$ cat config.mk
export PLATFORM = sky130hd
export DESIGN_NAME = sorted_priority_queue_top
export DESIGN_NICKNAME = d
export VERILOG_FILES = /design/src/design/spq_pkg.sv /design/src/design/spq_ram.sv /design/src/design/spq_ctrl.sv /design/src/design/sorted_priority_queue_top.sv
export SDC_FILE = /design/constraint.sdc
export NUM_CORES = 1
export LEC_CHECK = 0
export CAP_MARGIN = 20
export CORE_MARGIN = 10
export CORE_UTILIZATION = 30
export DETAILED_ROUTE_END_ITERATION = 8
export DONT_BUFFER_PORTS = 1
export SYNTH_ARGS = -nofsm -noshare
export SYNTH_HDL_FRONTEND = slang
export SYNTH_HIERARCHICAL = 1
export SYNTH_SLANG_ARGS = --single-unit
$ cat constraint.sdc
create_clock -name clk_i -period 5.25 [get_ports clk_i]
set_input_delay 0.525 -clock clk_i [delete_from_list [all_inputs] [get_ports clk_i]]
set_output_delay 0.525 -clock clk_i [all_outputs]
set_load 0.1 [all_outputs]
$ cat src/design/spq_pkg.sv
// shared types and constants for the sorted priority queue
// no dependencies
package spq_pkg;

  localparam int QUEUE_DEPTH = 16;
  localparam int IDX_W       = (QUEUE_DEPTH > 1) ? $clog2(QUEUE_DEPTH) : 1;
  localparam int CNT_W       = $clog2(QUEUE_DEPTH + 1);
  localparam int ID_W        = 16;
  localparam int PRIO_W      = 8;
  localparam int COUNT_W     = 5;
  localparam int ENTRY_W     = ID_W + PRIO_W;

  localparam logic ACT_ENQ = 1'b0;
  localparam logic ACT_DEQ = 1'b1;

  typedef enum logic [1:0] {
    ST_ENQUEUED = 2'd0,
    ST_DEQUEUED = 2'd1,
    ST_EMPTY    = 2'd2,
    ST_FULL     = 2'd3
  } status_e;

  typedef enum logic [1:0] {
    S_IDLE,
    S_DEQ,
    S_ENQ_SCAN,
    S_ENQ_HEAD
  } state_e;

  typedef struct packed {
    logic                     action;
    logic [ID_W-1:0]          proc_id;
    logic signed [PRIO_W-1:0] priority_req;
  } spq_in_t;

  typedef struct packed {
    status_e                  status;
    logic [ID_W-1:0]          out_id;
    logic signed [PRIO_W-1:0] out_priority;
    logic [COUNT_W-1:0]       count;
  } spq_out_t;

  typedef struct packed {
    logic [ID_W-1:0]          id;
    logic signed [PRIO_W-1:0] prio;
  } entry_t;

  typedef struct packed {
    logic             we;
    logic [IDX_W-1:0] waddr;
    entry_t           wdata;
    logic [IDX_W-1:0] raddr;
  } mem_req_t;

endpackage

$ cat src/design/spq_ram.sv
// simple dual-port ram, one write and one registered read per cycle
// no dependencies
module spq_ram #(
  parameter int DATA_W = 24,
  parameter int DEPTH  = 16,
  parameter int ADDR_W = 4
) (
  input  logic              clk_i,
  input  logic              we_i,
  input  logic [ADDR_W-1:0] waddr_i,
  input  logic [DATA_W-1:0] wdata_i,
  input  logic [ADDR_W-1:0] raddr_i,
  output logic [DATA_W-1:0] rdata_o
);

  logic [DATA_W-1:0] mem [DEPTH];

  always_ff @(posedge clk_i) begin
    if (we_i) begin
      mem[waddr_i] <= wdata_i;
    end
  end

  always_ff @(posedge clk_i) begin
    rdata_o <= mem[raddr_i];
  end

endmodule

$ cat src/design/spq_ctrl.sv
// sequencer: circular sorted list in ram, insertion walks back from the tail
// depends on spq_pkg
module spq_ctrl
  import spq_pkg::*;
(
  input  logic     clk_i,
  input  logic     rst_ni,
  input  logic     start,
  input  spq_in_t  in_word_i,
  input  entry_t   rdata_i,
  output logic     busy,
  output mem_req_t mem_req_o,
  output logic     done_o,
  output spq_out_t result_o
);

  localparam int SUM_W = CNT_W + 1;
  localparam logic [SUM_W-1:0] DEPTH_S = SUM_W'(QUEUE_DEPTH);
  localparam logic [CNT_W-1:0] DEPTH_C = CNT_W'(QUEUE_DEPTH);
  localparam logic [CNT_W-1:0] ONE_C   = CNT_W'(1);
  localparam logic [CNT_W-1:0] TWO_C   = CNT_W'(2);

  state_e           state_q, state_d;
  logic [IDX_W-1:0] head_q, head_d;
  logic [CNT_W-1:0] count_q, count_d;
  logic [CNT_W-1:0] pos_q, pos_d;
  entry_t           item_q, item_d;
  logic             res_vld_q, res_vld_d;
  spq_out_t         res_q, res_d;
  entry_t           new_entry;
  logic             accept;
  logic             stop_here;

  function automatic logic [IDX_W-1:0] phys(input logic [IDX_W-1:0] base,
                                            input logic [CNT_W-1:0] off);
    logic [SUM_W-1:0] sum;
    logic [SUM_W-1:0] wrapped;
    sum     = SUM_W'(base) + SUM_W'(off);
    wrapped = (sum >= DEPTH_S) ? (sum - DEPTH_S) : sum;
    return wrapped[IDX_W-1:0];
  endfunction

  function automatic logic [COUNT_W-1:0] cnt_field(input logic [CNT_W-1:0] c);
    logic [CNT_W+COUNT_W-1:0] ext;
    ext = (CNT_W + COUNT_W)'(c);
    return ext[COUNT_W-1:0];
  endfunction

  assign accept    = start && (state_q == S_IDLE);
  assign new_entry = '{id: in_word_i.proc_id, prio: in_word_i.priority_req};
  assign stop_here = (rdata_i.prio >= item_q.prio);

  // next state
  always_comb begin
    state_d = state_q;
    unique case (state_q)
      S_IDLE: begin
        if (accept) begin
          if (in_word_i.action == ACT_DEQ) begin
            if (count_q != '0) state_d = S_DEQ;
          end else if (count_q != DEPTH_C && count_q != '0) begin
            state_d = S_ENQ_SCAN;
          end
        end
      end
      S_DEQ:      state_d = S_IDLE;
      S_ENQ_SCAN: begin
        if (stop_here) state_d = S_IDLE;
        else if (pos_q == ONE_C) state_d = S_ENQ_HEAD;
      end
      S_ENQ_HEAD: state_d = S_IDLE;
      default:    state_d = S_IDLE;
    endcase
  end

  // outputs: memory port and handshake
  always_comb begin
    mem_req_o = '{we: 1'b0, waddr: head_q, wdata: item_q, raddr: head_q};
    busy      = (state_q != S_IDLE);
    unique case (state_q)
      S_IDLE: begin
        if (accept && in_word_i.action == ACT_ENQ) begin
          if (count_q == '0) begin
            mem_req_o.we    = 1'b1;
            mem_req_o.wdata = new_entry;
          end else begin
            mem_req_o.raddr = phys(head_q, count_q - ONE_C);
          end
        end
      end
      S_DEQ: begin
      end
      S_ENQ_SCAN: begin
        mem_req_o.we    = 1'b1;
        mem_req_o.waddr = phys(head_q, pos_q);
        mem_req_o.wdata = stop_here ? item_q : rdata_i;
        mem_req_o.raddr = phys(head_q, pos_q - TWO_C);
      end
      S_ENQ_HEAD: begin
        mem_req_o.we = 1'b1;
      end
      default: begin
      end
    endcase
  end

  // datapath registers
  always_comb begin
    head_d    = head_q;
    count_d   = count_q;
    pos_d     = pos_q;
    item_d    = item_q;
    res_vld_d = 1'b0;
    res_d     = res_q;
    unique case (state_q)
      S_IDLE: begin
        if (accept) begin
          res_d = '{status: ST_ENQUEUED, out_id: '0, out_priority: '0,
                    count: cnt_field(count_q)};
          if (in_word_i.action == ACT_DEQ) begin
            if (count_q == '0) begin
              res_vld_d    = 1'b1;
              res_d.status = ST_EMPTY;
            end
          end else if (count_q == DEPTH_C) begin
            res_vld_d    = 1'b1;
            res_d.status = ST_FULL;
          end else if (count_q == '0) begin
            res_vld_d   = 1'b1;
            count_d     = ONE_C;
            res_d.count = cnt_field(ONE_C);
          end else begin
            pos_d  = count_q;
            item_d = new_entry;
          end
        end
      end
      S_DEQ: begin
        res_vld_d = 1'b1;
        head_d    = phys(head_q, ONE_C);
        count_d   = count_q - ONE_C;
        res_d     = '{status: ST_DEQUEUED, out_id: rdata_i.id,
                      out_priority: rdata_i.prio, count: cnt_field(count_q - ONE_C)};
      end
      S_ENQ_SCAN: begin
        pos_d = pos_q - ONE_C;
        if (stop_here) begin
          res_vld_d = 1'b1;
          count_d   = count_q + ONE_C;
          res_d     = '{status: ST_ENQUEUED, out_id: '0, out_priority: '0,
                        count: cnt_field(count_q + ONE_C)};
        end
      end
      S_ENQ_HEAD: begin
        res_vld_d = 1'b1;
        count_d   = count_q + ONE_C;
        res_d     = '{status: ST_ENQUEUED, out_id: '0, out_priority: '0,
                      count: cnt_field(count_q + ONE_C)};
      end
      default: begin
      end
    endcase
  end

  always_ff @(posedge clk_i or negedge rst_ni) begin
    if (!rst_ni) begin
      state_q   <= S_IDLE;
      head_q    <= '0;
      count_q   <= '0;
      res_vld_q <= 1'b0;
    end else begin
      state_q   <= state_d;
      head_q    <= head_d;
      count_q   <= count_d;
      res_vld_q <= res_vld_d;
    end
  end

  always_ff @(posedge clk_i) begin
    pos_q  <= pos_d;
    item_q <= item_d;
    res_q  <= res_d;
  end

  assign done_o   = res_vld_q;
  assign result_o = res_q;

endmodule

$ cat src/design/sorted_priority_queue_top.sv
// full, empty or first entry answer straight from idle, dequeue passes through S_DEQ, other
// enqueue through S_ENQ_SCAN until it stops, then through S_ENQ_HEAD if it reaches the head
// throughput: one word at a time; insertion moves one entry per cycle through
// the single ram write port, walking back from the tail
// reset clears count, head and sequencer; ram contents are left as they are
// results are registered on result_o, done_o high for one cycle; the receiver cannot stall
// top level of the sorted priority queue; depends on spq_pkg, spq_ram, spq_ctrl
module sorted_priority_queue_top
  import spq_pkg::*;
(
  input  logic     clk_i,
  input  logic     rst_ni,
  input  logic     start,
  input  spq_in_t  in_word_i,
  output logic     busy,
  output logic     done_o,
  output spq_out_t result_o
);

  mem_req_t mem_req;
  entry_t   rdata;

  spq_ctrl u_ctrl (
    .clk_i     (clk_i),
    .rst_ni    (rst_ni),
    .start     (start),
    .in_word_i (in_word_i),
    .rdata_i   (rdata),
    .busy      (busy),
    .mem_req_o (mem_req),
    .done_o    (done_o),
    .result_o  (result_o)
  );

  spq_ram #(
    .DATA_W (ENTRY_W),
    .DEPTH  (QUEUE_DEPTH),
    .ADDR_W (IDX_W)
  ) u_ram (
    .clk_i   (clk_i),
    .we_i    (mem_req.we),
    .waddr_i (mem_req.waddr),
    .wdata_i (mem_req.wdata),
    .raddr_i (mem_req.raddr),
    .rdata_o (rdata)
  );

`ifndef SYNTHESIS
  a_full_count: assert property (@(posedge clk_i) disable iff (!rst_ni)
    done_o && result_o.status == ST_FULL |-> result_o.count == COUNT_W'(QUEUE_DEPTH))
    else $error("full reported with wrong count");

  a_empty_zero: assert property (@(posedge clk_i) disable iff (!rst_ni)
    done_o && result_o.status == ST_EMPTY |-> result_o.count == '0 &&
      result_o.out_id == '0 && result_o.out_priority == '0)
    else $error("empty reported with nonzero fields");

  a_item_progress: assert property (@(posedge clk_i) disable iff (!rst_ni)
    start && !busy |=> done_o || busy)
    else $error("accepted word neither finished nor in progress");

  a_busy_no_result: assert property (@(posedge clk_i) disable iff (!rst_ni)
    $fell(busy) |-> done_o)
    else $error("sequencer finished without a result");
`endif

endmodule

==> flow_metrics.env, run 1 <==
export IMPL_outcome="complete, no violations"
export IMPL_avgSynthCellArea_um2=18.4
export IMPL_die_x_um=273
export IMPL_synth_warning_count=6
export IMPL_place_area_um2=20500
export IMPL_clock_sinks=480
export IMPL_grt_max_degree=77
export IMPL_rsz0062_at_grt="no"
export IMPL_cts_setup_buffers=0
export IMPL_r2r_slack_ns=1.29
export IMPL_synth_top_flop_cell="edfxtp_1"
export IMPL_cts_tree="done"
export IMPL_layout_min_cycle_time_ns=3.96
export IMPL_setup_ws_ns=1.29
export IMPL_cts_resized=0
export IMPL_fmax_mhz=252
export IMPL_async_reset_ff_share_pct=2.50
export IMPL_antenna_found_initial=2
export IMPL_totalWireLength_um=47700
export IMPL_overflow=0
export IMPL_synth_seq_cells=480
export IMPL_cp_max_fo=55
export IMPL_synth_seq_area_share_pct=73.5
export IMPL_synth_nets=1098
export IMPL_drt_iter0_drc=1017
export IMPL_io_pins=61
export IMPL_cap_violations=0
export IMPL_place_congestion=0.799
export IMPL_clk_pin_slew_worst_paths_ns=0.06
export IMPL_synth_edf_count=444
export IMPL_cts_max_path_buffers=3
export IMPL_reg2reg_from="u_ctrl/count_q[0]$_DFFE_PN0P_"
export IMPL_dp_cells=1884
export IMPL_path_class="reg2reg"
export IMPL_vias_per_cell=5.05
export IMPL_start_util_pct=30.4
export IMPL_dieArea_um2=74500
export IMPL_dr_pass1_iters=5
export IMPL_worst_pin_slew_ns=1.00
export IMPL_row_count=92
export IMPL_drc=0
export IMPL_cts_root_buf="clkbuf_16"
export IMPL_design_area_um2=22300
export IMPL_leakage_nw=7.34
export IMPL_grt_pass1_wl_um=70300
export IMPL_hold_path_depth=2
export IMPL_total_power_w=0.0150
export IMPL_cp_arrival_ns=4.43
export IMPL_setup_violations=0
export IMPL_post_dp_hpwl_um=27500
export IMPL_vias=10099
export IMPL_cts_htree_levels=2
export IMPL_crit_path_start_kind="flip-flop"
export IMPL_ir_drop_mv=0.506
export IMPL_slew_viol_final=0
export IMPL_gr_usage_all_layers_pct=12.7
export IMPL_cts_buffers=48
export IMPL_nets=1167
export IMPL_period_share_pct=75.5
export IMPL_ant_nets=0
export IMPL_syn_area_um2=19200
export IMPL_wl_met2_um=22500
export IMPL_min_to="u_ctrl/state_q[0]$_DFFE_PN0P_"
export IMPL_place_worst_setup_slack_ns=1.34
export IMPL_die_h_um=273
export IMPL_synth_cells=1044
export IMPL_relSlewSlack_pct=32.6
export IMPL_drt_met1_wl_um=20500
export IMPL_power_density_nw_per_um2=672
export IMPL_reg2reg_depth=11
export IMPL_yosysUniqueCellTypes=53
export IMPL_tns_ns=0
export IMPL_insertion_delay_ns=0.60
export IMPL_highest_layer="met4"
export IMPL_final_cells=1998
export IMPL_finalClockSkew_ns=0.0168
export IMPL_met3_length_um=3760
export IMPL_finalHoldViolations=0
export IMPL_grt_pass1_vias=10295
export IMPL_hp_class="in2reg"
export IMPL_io_buffers=0
export IMPL_drt_wirelength_per_cell_um=23.9
export IMPL_drive_above_1_share_pct=22.2
export IMPL_end_kind="flip-flop"
export IMPL_syn_to_final_growth_pct=16.4
export IMPL_coreArea_um2=63200
export IMPL_reg2reg_to="u_ram/rdata_o[9]$_DFF_P_"
export IMPL_cp_required_ns=5.72
export IMPL_worstHoldStart="in_word_i[24]"
[cells in the mapped netlist, drive strengths merged, types with 6 or more instances]
library cell    n  area [µm²]
mux4           96        2160
nor3           21         105
dfxtp          24         480
a22oi          60         450
nand2          61         229
inv            33         124
dfrtp          12         300
edfxtp        444       13300
buf            22         156
and2           25         159
ha             23         288
a22o           11         103
xnor2          14         123
a221o          11         110
nor2b           6        37.5
o21ai          23         119
nor2           46         173
xor2            8        70.1
clkbuf         34         128
a21oi          21         109
[routing by layer]
layer | global-route usage [%] | vias to the layer above
met5 | 0 | -
met4 | 3.61 | 0
met3 | 2.86 | 63
met2 | 20.1 | 379
met1 | 17.3 | 5343
li1 | - | 4314
[placed cells by master, fill, tap and decap left out, types with 25 or more instances in the layout]
cell type      synthesis  routed
a22oi_1               60      60
buf_4                  0      42
clkbuf_16              0      48
dlygate4sd3_1          0      25
edfxtp_1             444     444
inv_1                 33      33
mux4_2                96      96
nand2_1               61      61
nor2_1                46      31
[power breakdown]
part	internal, W	total, W	leakage (nW)	switching (W)
sequential	0.00518	0.00629	4.41	0.00111
combinational	0.00221	0.00536	2.18	0.00316
clock	0.00190	0.00335	0.755	0.00146
total	0.00928	0.0150	7.34	0.00573
[how the worst max path moves through the flow]
stage | endpoint | startpoint | cells past startpoint | slack [ns]
after global routing | u_ram/rdata_o[6]$_DFF_P_ | u_ctrl/count_q[0]$_DFFE_PN0P_ | 11 | 1.03
after floorplan | u_ram/mem[0][0]$_DFFE_PP_ | u_ctrl/count_q[0]$_DFFE_PN0P_ | 9 | 0.94
after CTS | u_ram/rdata_o[9]$_DFF_P_ | u_ctrl/count_q[0]$_DFFE_PN0P_ | 11 | 1.32
after detailed placement | u_ram/rdata_o[9]$_DFF_P_ | u_ctrl/count_q[0]$_DFFE_PN0P_ | 11 | 1.34
final | u_ram/rdata_o[9]$_DFF_P_ | u_ctrl/count_q[0]$_DFFE_PN0P_ | 11 | 1.29
after global placement | u_ram/rdata_o[9]$_DFF_P_ | u_ctrl/count_q[0]$_DFFE_PN0P_ | 11 | 1.42
[cells by family after synthesis]
| family | after synthesis | share of synthesized area (%) |
|---|---|---|
| flip-flops | 480 | 73.5 |
| buffers and inverters | 89 | 2.12 |
| AND/OR/NAND/NOR | 178 | 4.35 |
| multiplexers | 98 | 11.4 |
| adder cells (fa/ha/maj) | 26 | 1.81 |
| XOR/XNOR | 22 | 1.00 |
| AO/OA/AOI/OAI | 151 | 5.81 |
[state kept, by name (all words and copies together) (netlist names)]
register / cells
u_ram/rdata_o: 24
u_ctrl/done_o: 1
u_ctrl/item_q: 24
u_ctrl/pos_q: 5
u_ctrl/head_q: 4
u_ctrl/count_q: 5
u_ctrl/state_q: 2
u_ctrl/result_o: 31
u_ram/mem: 384
[critical path, stage by stage (launching register included)]
cell     delay, ns
dfrtp_1       0.47
inv_1         0.13
ha_1          0.26
nor3b_2       0.22
a21oi_1       0.58
nor2_1        0.09
nor2_1        0.19
o22a_4        0.81
buf_12        0.30
mux4_2        0.33
a22oi_1       0.29
nand2_1       0.08
[repair_timing]
item / CTS / global route
hold endpoints to repair: 36 / 0
setup endpoints to repair: 0 / 0
hold buffers: 25 / 0
[stage by stage]
stage / utilization [%] / hold WS [ns]
6_report: 35.4 / 0.0973
5_1_grt: 35.4 / 0.0965
4_1_cts: 35.4 / 0.0726
3_5_place_dp: 32.5 / 0.231
3_3_place_gp: 32.5 / 0.231
2_1_floorplan: - / 0.229
[layout make-up]
class                      instances  area, µm²
timing repair buffer              75        726
tap                              846       1060
inverter                          33        124
sequential                       480      14100
clock inverter                    23        215
antenna                            1       2.50
fill                            5872      40900
multi-input combinational        475       4770
clock buffer                      65       1340
No activity file was read; power rests on OpenSTA's default activity.
==> run 2: changes to the inputs <==
- clock period: 5.25 -> 3.35 ns (I/O delays scaled with it)
==> flow_metrics.env, run 2 (same netlist as run 1, synthesis figures left out) <==
export IMPL_outcome="complete, no violations"
export IMPL_min_to="u_ctrl/result_o[30]$_DFFE_PP_"
export IMPL_die_x_um=273
export IMPL_rsz0062_at_grt="no"
export IMPL_dieArea_um2=74500
export IMPL_cts_tree="done"
export IMPL_slew_viol_final=0
export IMPL_vias=10317
export IMPL_register_area_um2=14100
export IMPL_leakage_nw=7.66
export IMPL_start_util_pct=30.4
export IMPL_vias_per_cell=5.07
export IMPL_insertion_delay_ns=0.57
export IMPL_critPathSlowestCell="dfrtp_1"
export IMPL_place_area_um2=21100
export IMPL_overflow=0
export IMPL_hold_path_depth=2
export IMPL_drt_wirelength_per_cell_um=24.1
export IMPL_cpLargestDelayFamily="compound AO/OA/AOI/OAI gates"
export IMPL_post_dp_hpwl_um=28900
export IMPL_cp_arrival_ns=3.61
export IMPL_drc=0
export IMPL_nets=1203
export IMPL_cp_max_fo=24
export IMPL_setup_violations=0
export IMPL_die_h_um=273
export IMPL_cp_num_buf_inv=4
export IMPL_final_common_cell="edfxtp_1"
export IMPL_reg2reg_to="u_ram/rdata_o[14]$_DFF_P_"
export IMPL_finalHoldViolations=0
export IMPL_io_buffers=0
export IMPL_grt_max_degree=44
export IMPL_reg2reg_from="u_ctrl/count_q[1]$_DFFE_PN0P_"
export IMPL_nFillCells=5784
export IMPL_antenna_found_initial=2
export IMPL_io_pins=61
export IMPL_largest_register="u_ram/mem"
export IMPL_fmax_mhz=322
export IMPL_r2r_slack_ns=0.24
export IMPL_largest_register_ffs=384
export IMPL_cts_htree_levels=2
export IMPL_path_class="reg2reg"
export IMPL_cts_buffers=48
export IMPL_period_share_pct=92.8
export IMPL_final_util_pct=36.6
export IMPL_end_kind="flip-flop"
export IMPL_worstHoldStart="in_word_i[24]"
export IMPL_drt_iter0_drc=1026
export IMPL_power_density_nw_per_um2=1070
export IMPL_drive_above_1_share_pct=24.6
export IMPL_insertedDiodeCount=0
export IMPL_row_count=92
export IMPL_tns_ns=0
export IMPL_finalClockSkew_ns=0.0148
export IMPL_multi_input_area_um2=4870
export IMPL_dr_pass1_iters=5
export IMPL_design_area_um2=23100
export IMPL_worst_pin_slew_ns=0.936
export IMPL_slowest_delay_ns=0.46
export IMPL_worstPathCellList="inv_1 > ha_1 > inv_1 > ha_1 > a21o_1 > a21oi_1 > xnor2_1 > a22oi_1 > nor2_1 > xor2_1 > buf_4 > nor2b_2 > buf_12 > a22oi_1 > nand2_1"
export IMPL_clk_pin_slew_worst_paths_ns=0.06
export IMPL_clock_sinks=480
export IMPL_coreArea_um2=63200
export IMPL_relSlewSlack_pct=37.7
export IMPL_place_congestion=0.802
export IMPL_layout_min_cycle_time_ns=3.11
export IMPL_cp_required_ns=3.85
export IMPL_reg2reg_depth=15
export IMPL_crit_path_start_kind="flip-flop"
export IMPL_cts_max_path_buffers=3
export IMPL_ir_drop_mv=0.521
export IMPL_cap_violations=0
export IMPL_ant_nets=0
export IMPL_grt_pass1_wl_um=71600
export IMPL_grt_pass1_vias=10452
export IMPL_cts_root_buf="clkbuf_16"
export IMPL_gr_usage_all_layers_pct=12.9
export IMPL_syn_to_final_growth_pct=20.4
export IMPL_total_power_w=0.0248
export IMPL_totalWireLength_um=49000
export IMPL_layout_common_cells="edfxtp_1, mux4_2, nand2_1"
export IMPL_hp_class="in2reg"
==> run 2: changes by cell type in the layout (fill, tap and decap cells not counted), sizes merged <==
cell / previous run / this run
clkbuf: 65 / 64
diode: 1 / 0
clkinv: 17 / 16
buf: 50 / 82
inv: 35 / 33
bufinv: 2 / 7
dlygate4sd3: 25 / 28
==> run 2: metal layers <==
| layer | vias up | wire length (µm) | share of wire, % | track usage [%] |
|---|---|---|---|---|
| li1 | 4394 | - | - | - |
| met1 | 5453 | 21700 | 44 | 18.3 |
| met2 | 400 | 22400 | 46 | 20.0 |
| met3 | 70 | 3980 | 8.1 | 2.86 |
| met4 | 0 | 895 | 1.8 | 3.08 |
| met5 | - | 0 | 0 | 0 |
==> run 2: worst max-delay path by stage <==
stage | from | end | slack, ns | cells after the start
finish | u_ctrl/count_q[1]$_DFFE_PN0P_ | u_ram/rdata_o[14]$_DFF_P_ | 0.24 | 15
global route | u_ctrl/count_q[1]$_DFFE_PN0P_ | u_ram/rdata_o[14]$_DFF_P_ | 0.03 | 12
CTS | u_ctrl/count_q[1]$_DFFE_PN0P_ | u_ram/rdata_o[5]$_DFF_P_ | 0.1 | 12
detailed placement | u_ctrl/count_q[1]$_DFFE_PN0P_ | u_ram/rdata_o[13]$_DFF_P_ | 0.13 | 12
global placement | u_ctrl/count_q[1]$_DFFE_PN0P_ | u_ram/rdata_o[13]$_DFF_P_ | 0.14 | 12
floorplan | u_ctrl/count_q[0]$_DFFE_PN0P_ | u_ram/mem[1][0]$_DFFE_PP_ | -0.32 | 9
==> run 2: area by class of cell <==
class,instances,area share (%)
tap,846,4.58
clock buffer,63,5.79
sequential,480,61.1
inverter,33,0.536
timing repair buffer,111,5.50
clock inverter,25,1.43
multi-input combinational,475,21.1
==> run 2: where the power goes <==
part	total (W)	switching, W	internal [W]
logic	0.00932	0.00522	0.00410
registers	0.00983	0.00171	0.00811
clock network	0.00561	0.00225	0.00336
==> run 2: what timing repair did <==
item,in CTS,in global routing
gates resized for setup,0,2
endpoints found under the setup margin,0,23
hold endpoints to repair,38,0
setup buffers,0,2
hold buffers,28,0
==> run 2: through the flow <==
step	std cells	hold WS [ns]	setup slack (ns)
global placement	1914	0.0406	0.136
detailed placement	1914	0.0408	0.133
floorplan	1044	0.0394	-0.323
CTS	2030	0.0174	0.0979
global route	2033	0.0428	0.0301
finish	2033	0.0706	0.240
==> run 3: changes to the inputs <==
--- a/config.mk
+++ b/config.mk
@@ -8,5 +8,5 @@
 export CAP_MARGIN = 20
 export CORE_MARGIN = 10
-export CORE_UTILIZATION = 30
+export CORE_UTILIZATION = 47
 export DETAILED_ROUTE_END_ITERATION = 8
 export DONT_BUFFER_PORTS = 1
==> constraint.sdc (replaced) <==
create_clock -name clk_i -period 3.35 [get_ports clk_i]
set_input_delay 0.1675 -clock clk_i [delete_from_list [all_inputs] [get_ports clk_i]]
set_output_delay 0.1675 -clock clk_i [all_outputs]
set_load 0.1 [all_outputs]
==> flow_metrics.env, run 3 (same netlist as run 1, synthesis figures left out) <==
export IMPL_insertion_delay_ns=0.58
export IMPL_grt_max_degree=45
export IMPL_vias=10268
export IMPL_hp_class="in2reg"
export IMPL_cts_htree_levels=2
export IMPL_p_switching_w=0.00904
export IMPL_ir_drop_mv=0.822
export IMPL_reg2reg_from="u_ctrl/count_q[0]$_DFFE_PN0P_"
export IMPL_power_density_nw_per_um2=1070
export IMPL_ant_nets=0
export IMPL_post_dp_hpwl_um=28900
export IMPL_place_congestion=0.832
export IMPL_swShare_pct=37.5
export IMPL_nets=1209
export IMPL_coreArea_um2=40100
export IMPL_multi_input_area_um2=4870
export IMPL_largest_register_ffs=384
export IMPL_layout_common_cells="edfxtp_1, mux4_2, buf_4"
export IMPL_overflow=0
export IMPL_nFillCells=3056
export IMPL_critPathSlowestCell="nor2_2"
export IMPL_drt_iter0_drc=910
export IMPL_dieArea_um2=49300
export IMPL_grt_pass1_wl_um=70100
export IMPL_syn_to_final_growth_pct=17.1
export IMPL_clock_sinks=480
export IMPL_path_class="reg2reg"
export IMPL_setup_ws_ns=0.146
export IMPL_end_kind="flip-flop"
export IMPL_dp_cells=1600
export IMPL_hold_worst_slack_ns=0.0382
export IMPL_gr_usage_all_layers_pct=19.0
export IMPL_worstHoldStart="in_word_i[12]"
export IMPL_drt_wirelength_per_cell_um=27.4
export IMPL_clk_pin_slew_worst_paths_ns=0.06
export IMPL_row_count=73
export IMPL_place_area_um2=20600
export IMPL_final_cells=1719
export IMPL_finalHoldViolations=0
export IMPL_rsz0062_at_grt="no"
export IMPL_die_h_um=222
export IMPL_cts_max_path_buffers=3
export IMPL_leakage_nw=7.60
export IMPL_place_worst_setup_slack_ns=0.0457
export IMPL_start_util_pct=47.9
export IMPL_fmax_mhz=312
export IMPL_die_x_um=222
export IMPL_cp_required_ns=3.85
export IMPL_seq_power_share_pct=40.7
export IMPL_tns_ns=0
export IMPL_outcome="complete, no violations"
export IMPL_clkPwrFrac_pct=21.7
export IMPL_io_buffers=0
export IMPL_cap_violations=0
export IMPL_grt_pass1_vias=10406
export IMPL_vias_per_cell=5.97
export IMPL_antenna_found_initial=1
export IMPL_relSlewSlack_pct=37.4
export IMPL_final_common_cell="edfxtp_1"
export IMPL_cp_max_fo=13
export IMPL_startpoint="u_ctrl/count_q[0]$_DFFE_PN0P_"
export IMPL_finalClockSkew_ns=0.0234
export IMPL_io_pins=61
export IMPL_setup_violations=0
export IMPL_design_area_um2=22500
export IMPL_worst_pin_slew_ns=0.935
export IMPL_layout_min_cycle_time_ns=3.20
export IMPL_totalWireLength_um=47100
export IMPL_drc=0
export IMPL_dr_pass1_iters=5
export IMPL_cp_arrival_ns=3.71
export IMPL_crit_path_start_kind="flip-flop"
export IMPL_register_area_um2=14100
export IMPL_period_share_pct=95.6
export IMPL_combPwrFrac_pct=37.6
export IMPL_p_int_w=0.0151
export IMPL_largest_register="u_ram/mem"
export IMPL_insertedDiodeCount=0
export IMPL_cts_tree="done"
export IMPL_slowest_delay_ns=0.72
export IMPL_slew_viol_final=0
export IMPL_drive_above_1_share_pct=25.0
export IMPL_cts_root_buf="clkbuf_16"
export IMPL_cts_buffers=49
export IMPL_worstPathCellList="inv_1 > ha_1 > inv_1 > ha_1 > a21o_1 > a21oi_1 > xnor2_1 > a22oi_1 > nor2_1 > xor2_1 > nor2_2 > a22oi_1 > nand2_1"
[run 3: cell count changes in the layout (fill, tap and decap cells not counted), moves of 2 or more]
cell / before / now
buf_4: 54 / 71
buf_12: 28 / 17
bufinv_16: 7 / 2
clkinv_2: 6 / 11
clkbuf_1: 8 / 11
clkinv_1: 8 / 6
[run 3: worst paths after layout]
path | end | depth (start not counted) | slack [ns]
max | u_ram/rdata_o[23]$_DFF_P_ | 13 | 0.15
min | u_ram/mem[7][12]$_DFFE_PP_ | 3 | 0.04
max reg2reg | u_ram/rdata_o[23]$_DFF_P_ | 13 | 0.15
min reg2reg | u_ctrl/head_q[3]$_DFFE_PN0P_ | 1 | 0.54
max in group asynchronous | u_ctrl/count_q[4]$_DFFE_PN0P_ | 1 | 2.82
min in group asynchronous | u_ctrl/count_q[1]$_DFFE_PN0P_ | 1 | 0.08
[run 3: worst max-delay path, delay by kind of cell (launching register included)]
kind / cells / cell delay, ns
buffers and inverters: 2 / 0.13
DFF: 1 / 0.34
AOI/OAI and AO/OA: 4 / 0.77
adders and majority gates: 2 / 0.62
xor gates and xnor gates: 2 / 0.28
and+or+nand+nor: 3 / 0.96
[run 3: routing by layer]
layer | part of all wire (%) | vias to the layer above | GRT usage [%]
li1 | - | 4409 | -
met3 | 7.1 | 63 | 4.10
met1 | 42 | 5407 | 25.6
met2 | 49 | 387 | 30.7
met5 | 0.021 | - | 0
met4 | 1.9 | 2 | 4.57
[run 3: final cells by class]
cell class | count | area share (%)
Clock buffer | 67 | 6.07
Sequential cell | 480 | 62.8
Timing Repair Buffer | 116 | 5.13
Inverter | 33 | 0.551
Tap cell | 525 | 2.92
Multi-Input combinational cell | 475 | 21.6
Clock inverter | 23 | 0.885
[run 3: metrics by stage]
step | utilization [%] | power [W]
finish | 56.1 | 0.0241
global route | 56.1 | 0.0253
floorplan | - | 0.0158
CTS | 56.0 | 0.0243
detailed placement | 51.4 | 0.0190
global placement | 51.4 | 0.0190
[run 3: repair_timing]
action / CTS / global route
hold buffers: 28 / 0
setup endpoints to repair: 0 / 24
hold endpoints to repair: 43 / 0
setup buffers: 0 / 1
resized for setup: 0 / 2
[run 3: power groups by stage]
stage	logic, W	clock network, W	registers [W]
global route	0.00982	0.00559	0.00990
global placement	0.00902	0	0.00994
finish	0.00906	0.00522	0.00982
CTS	0.00917	0.00534	0.00983
detailed placement	0.00910	0	0.00994
floorplan	0.00610	0	0.00971
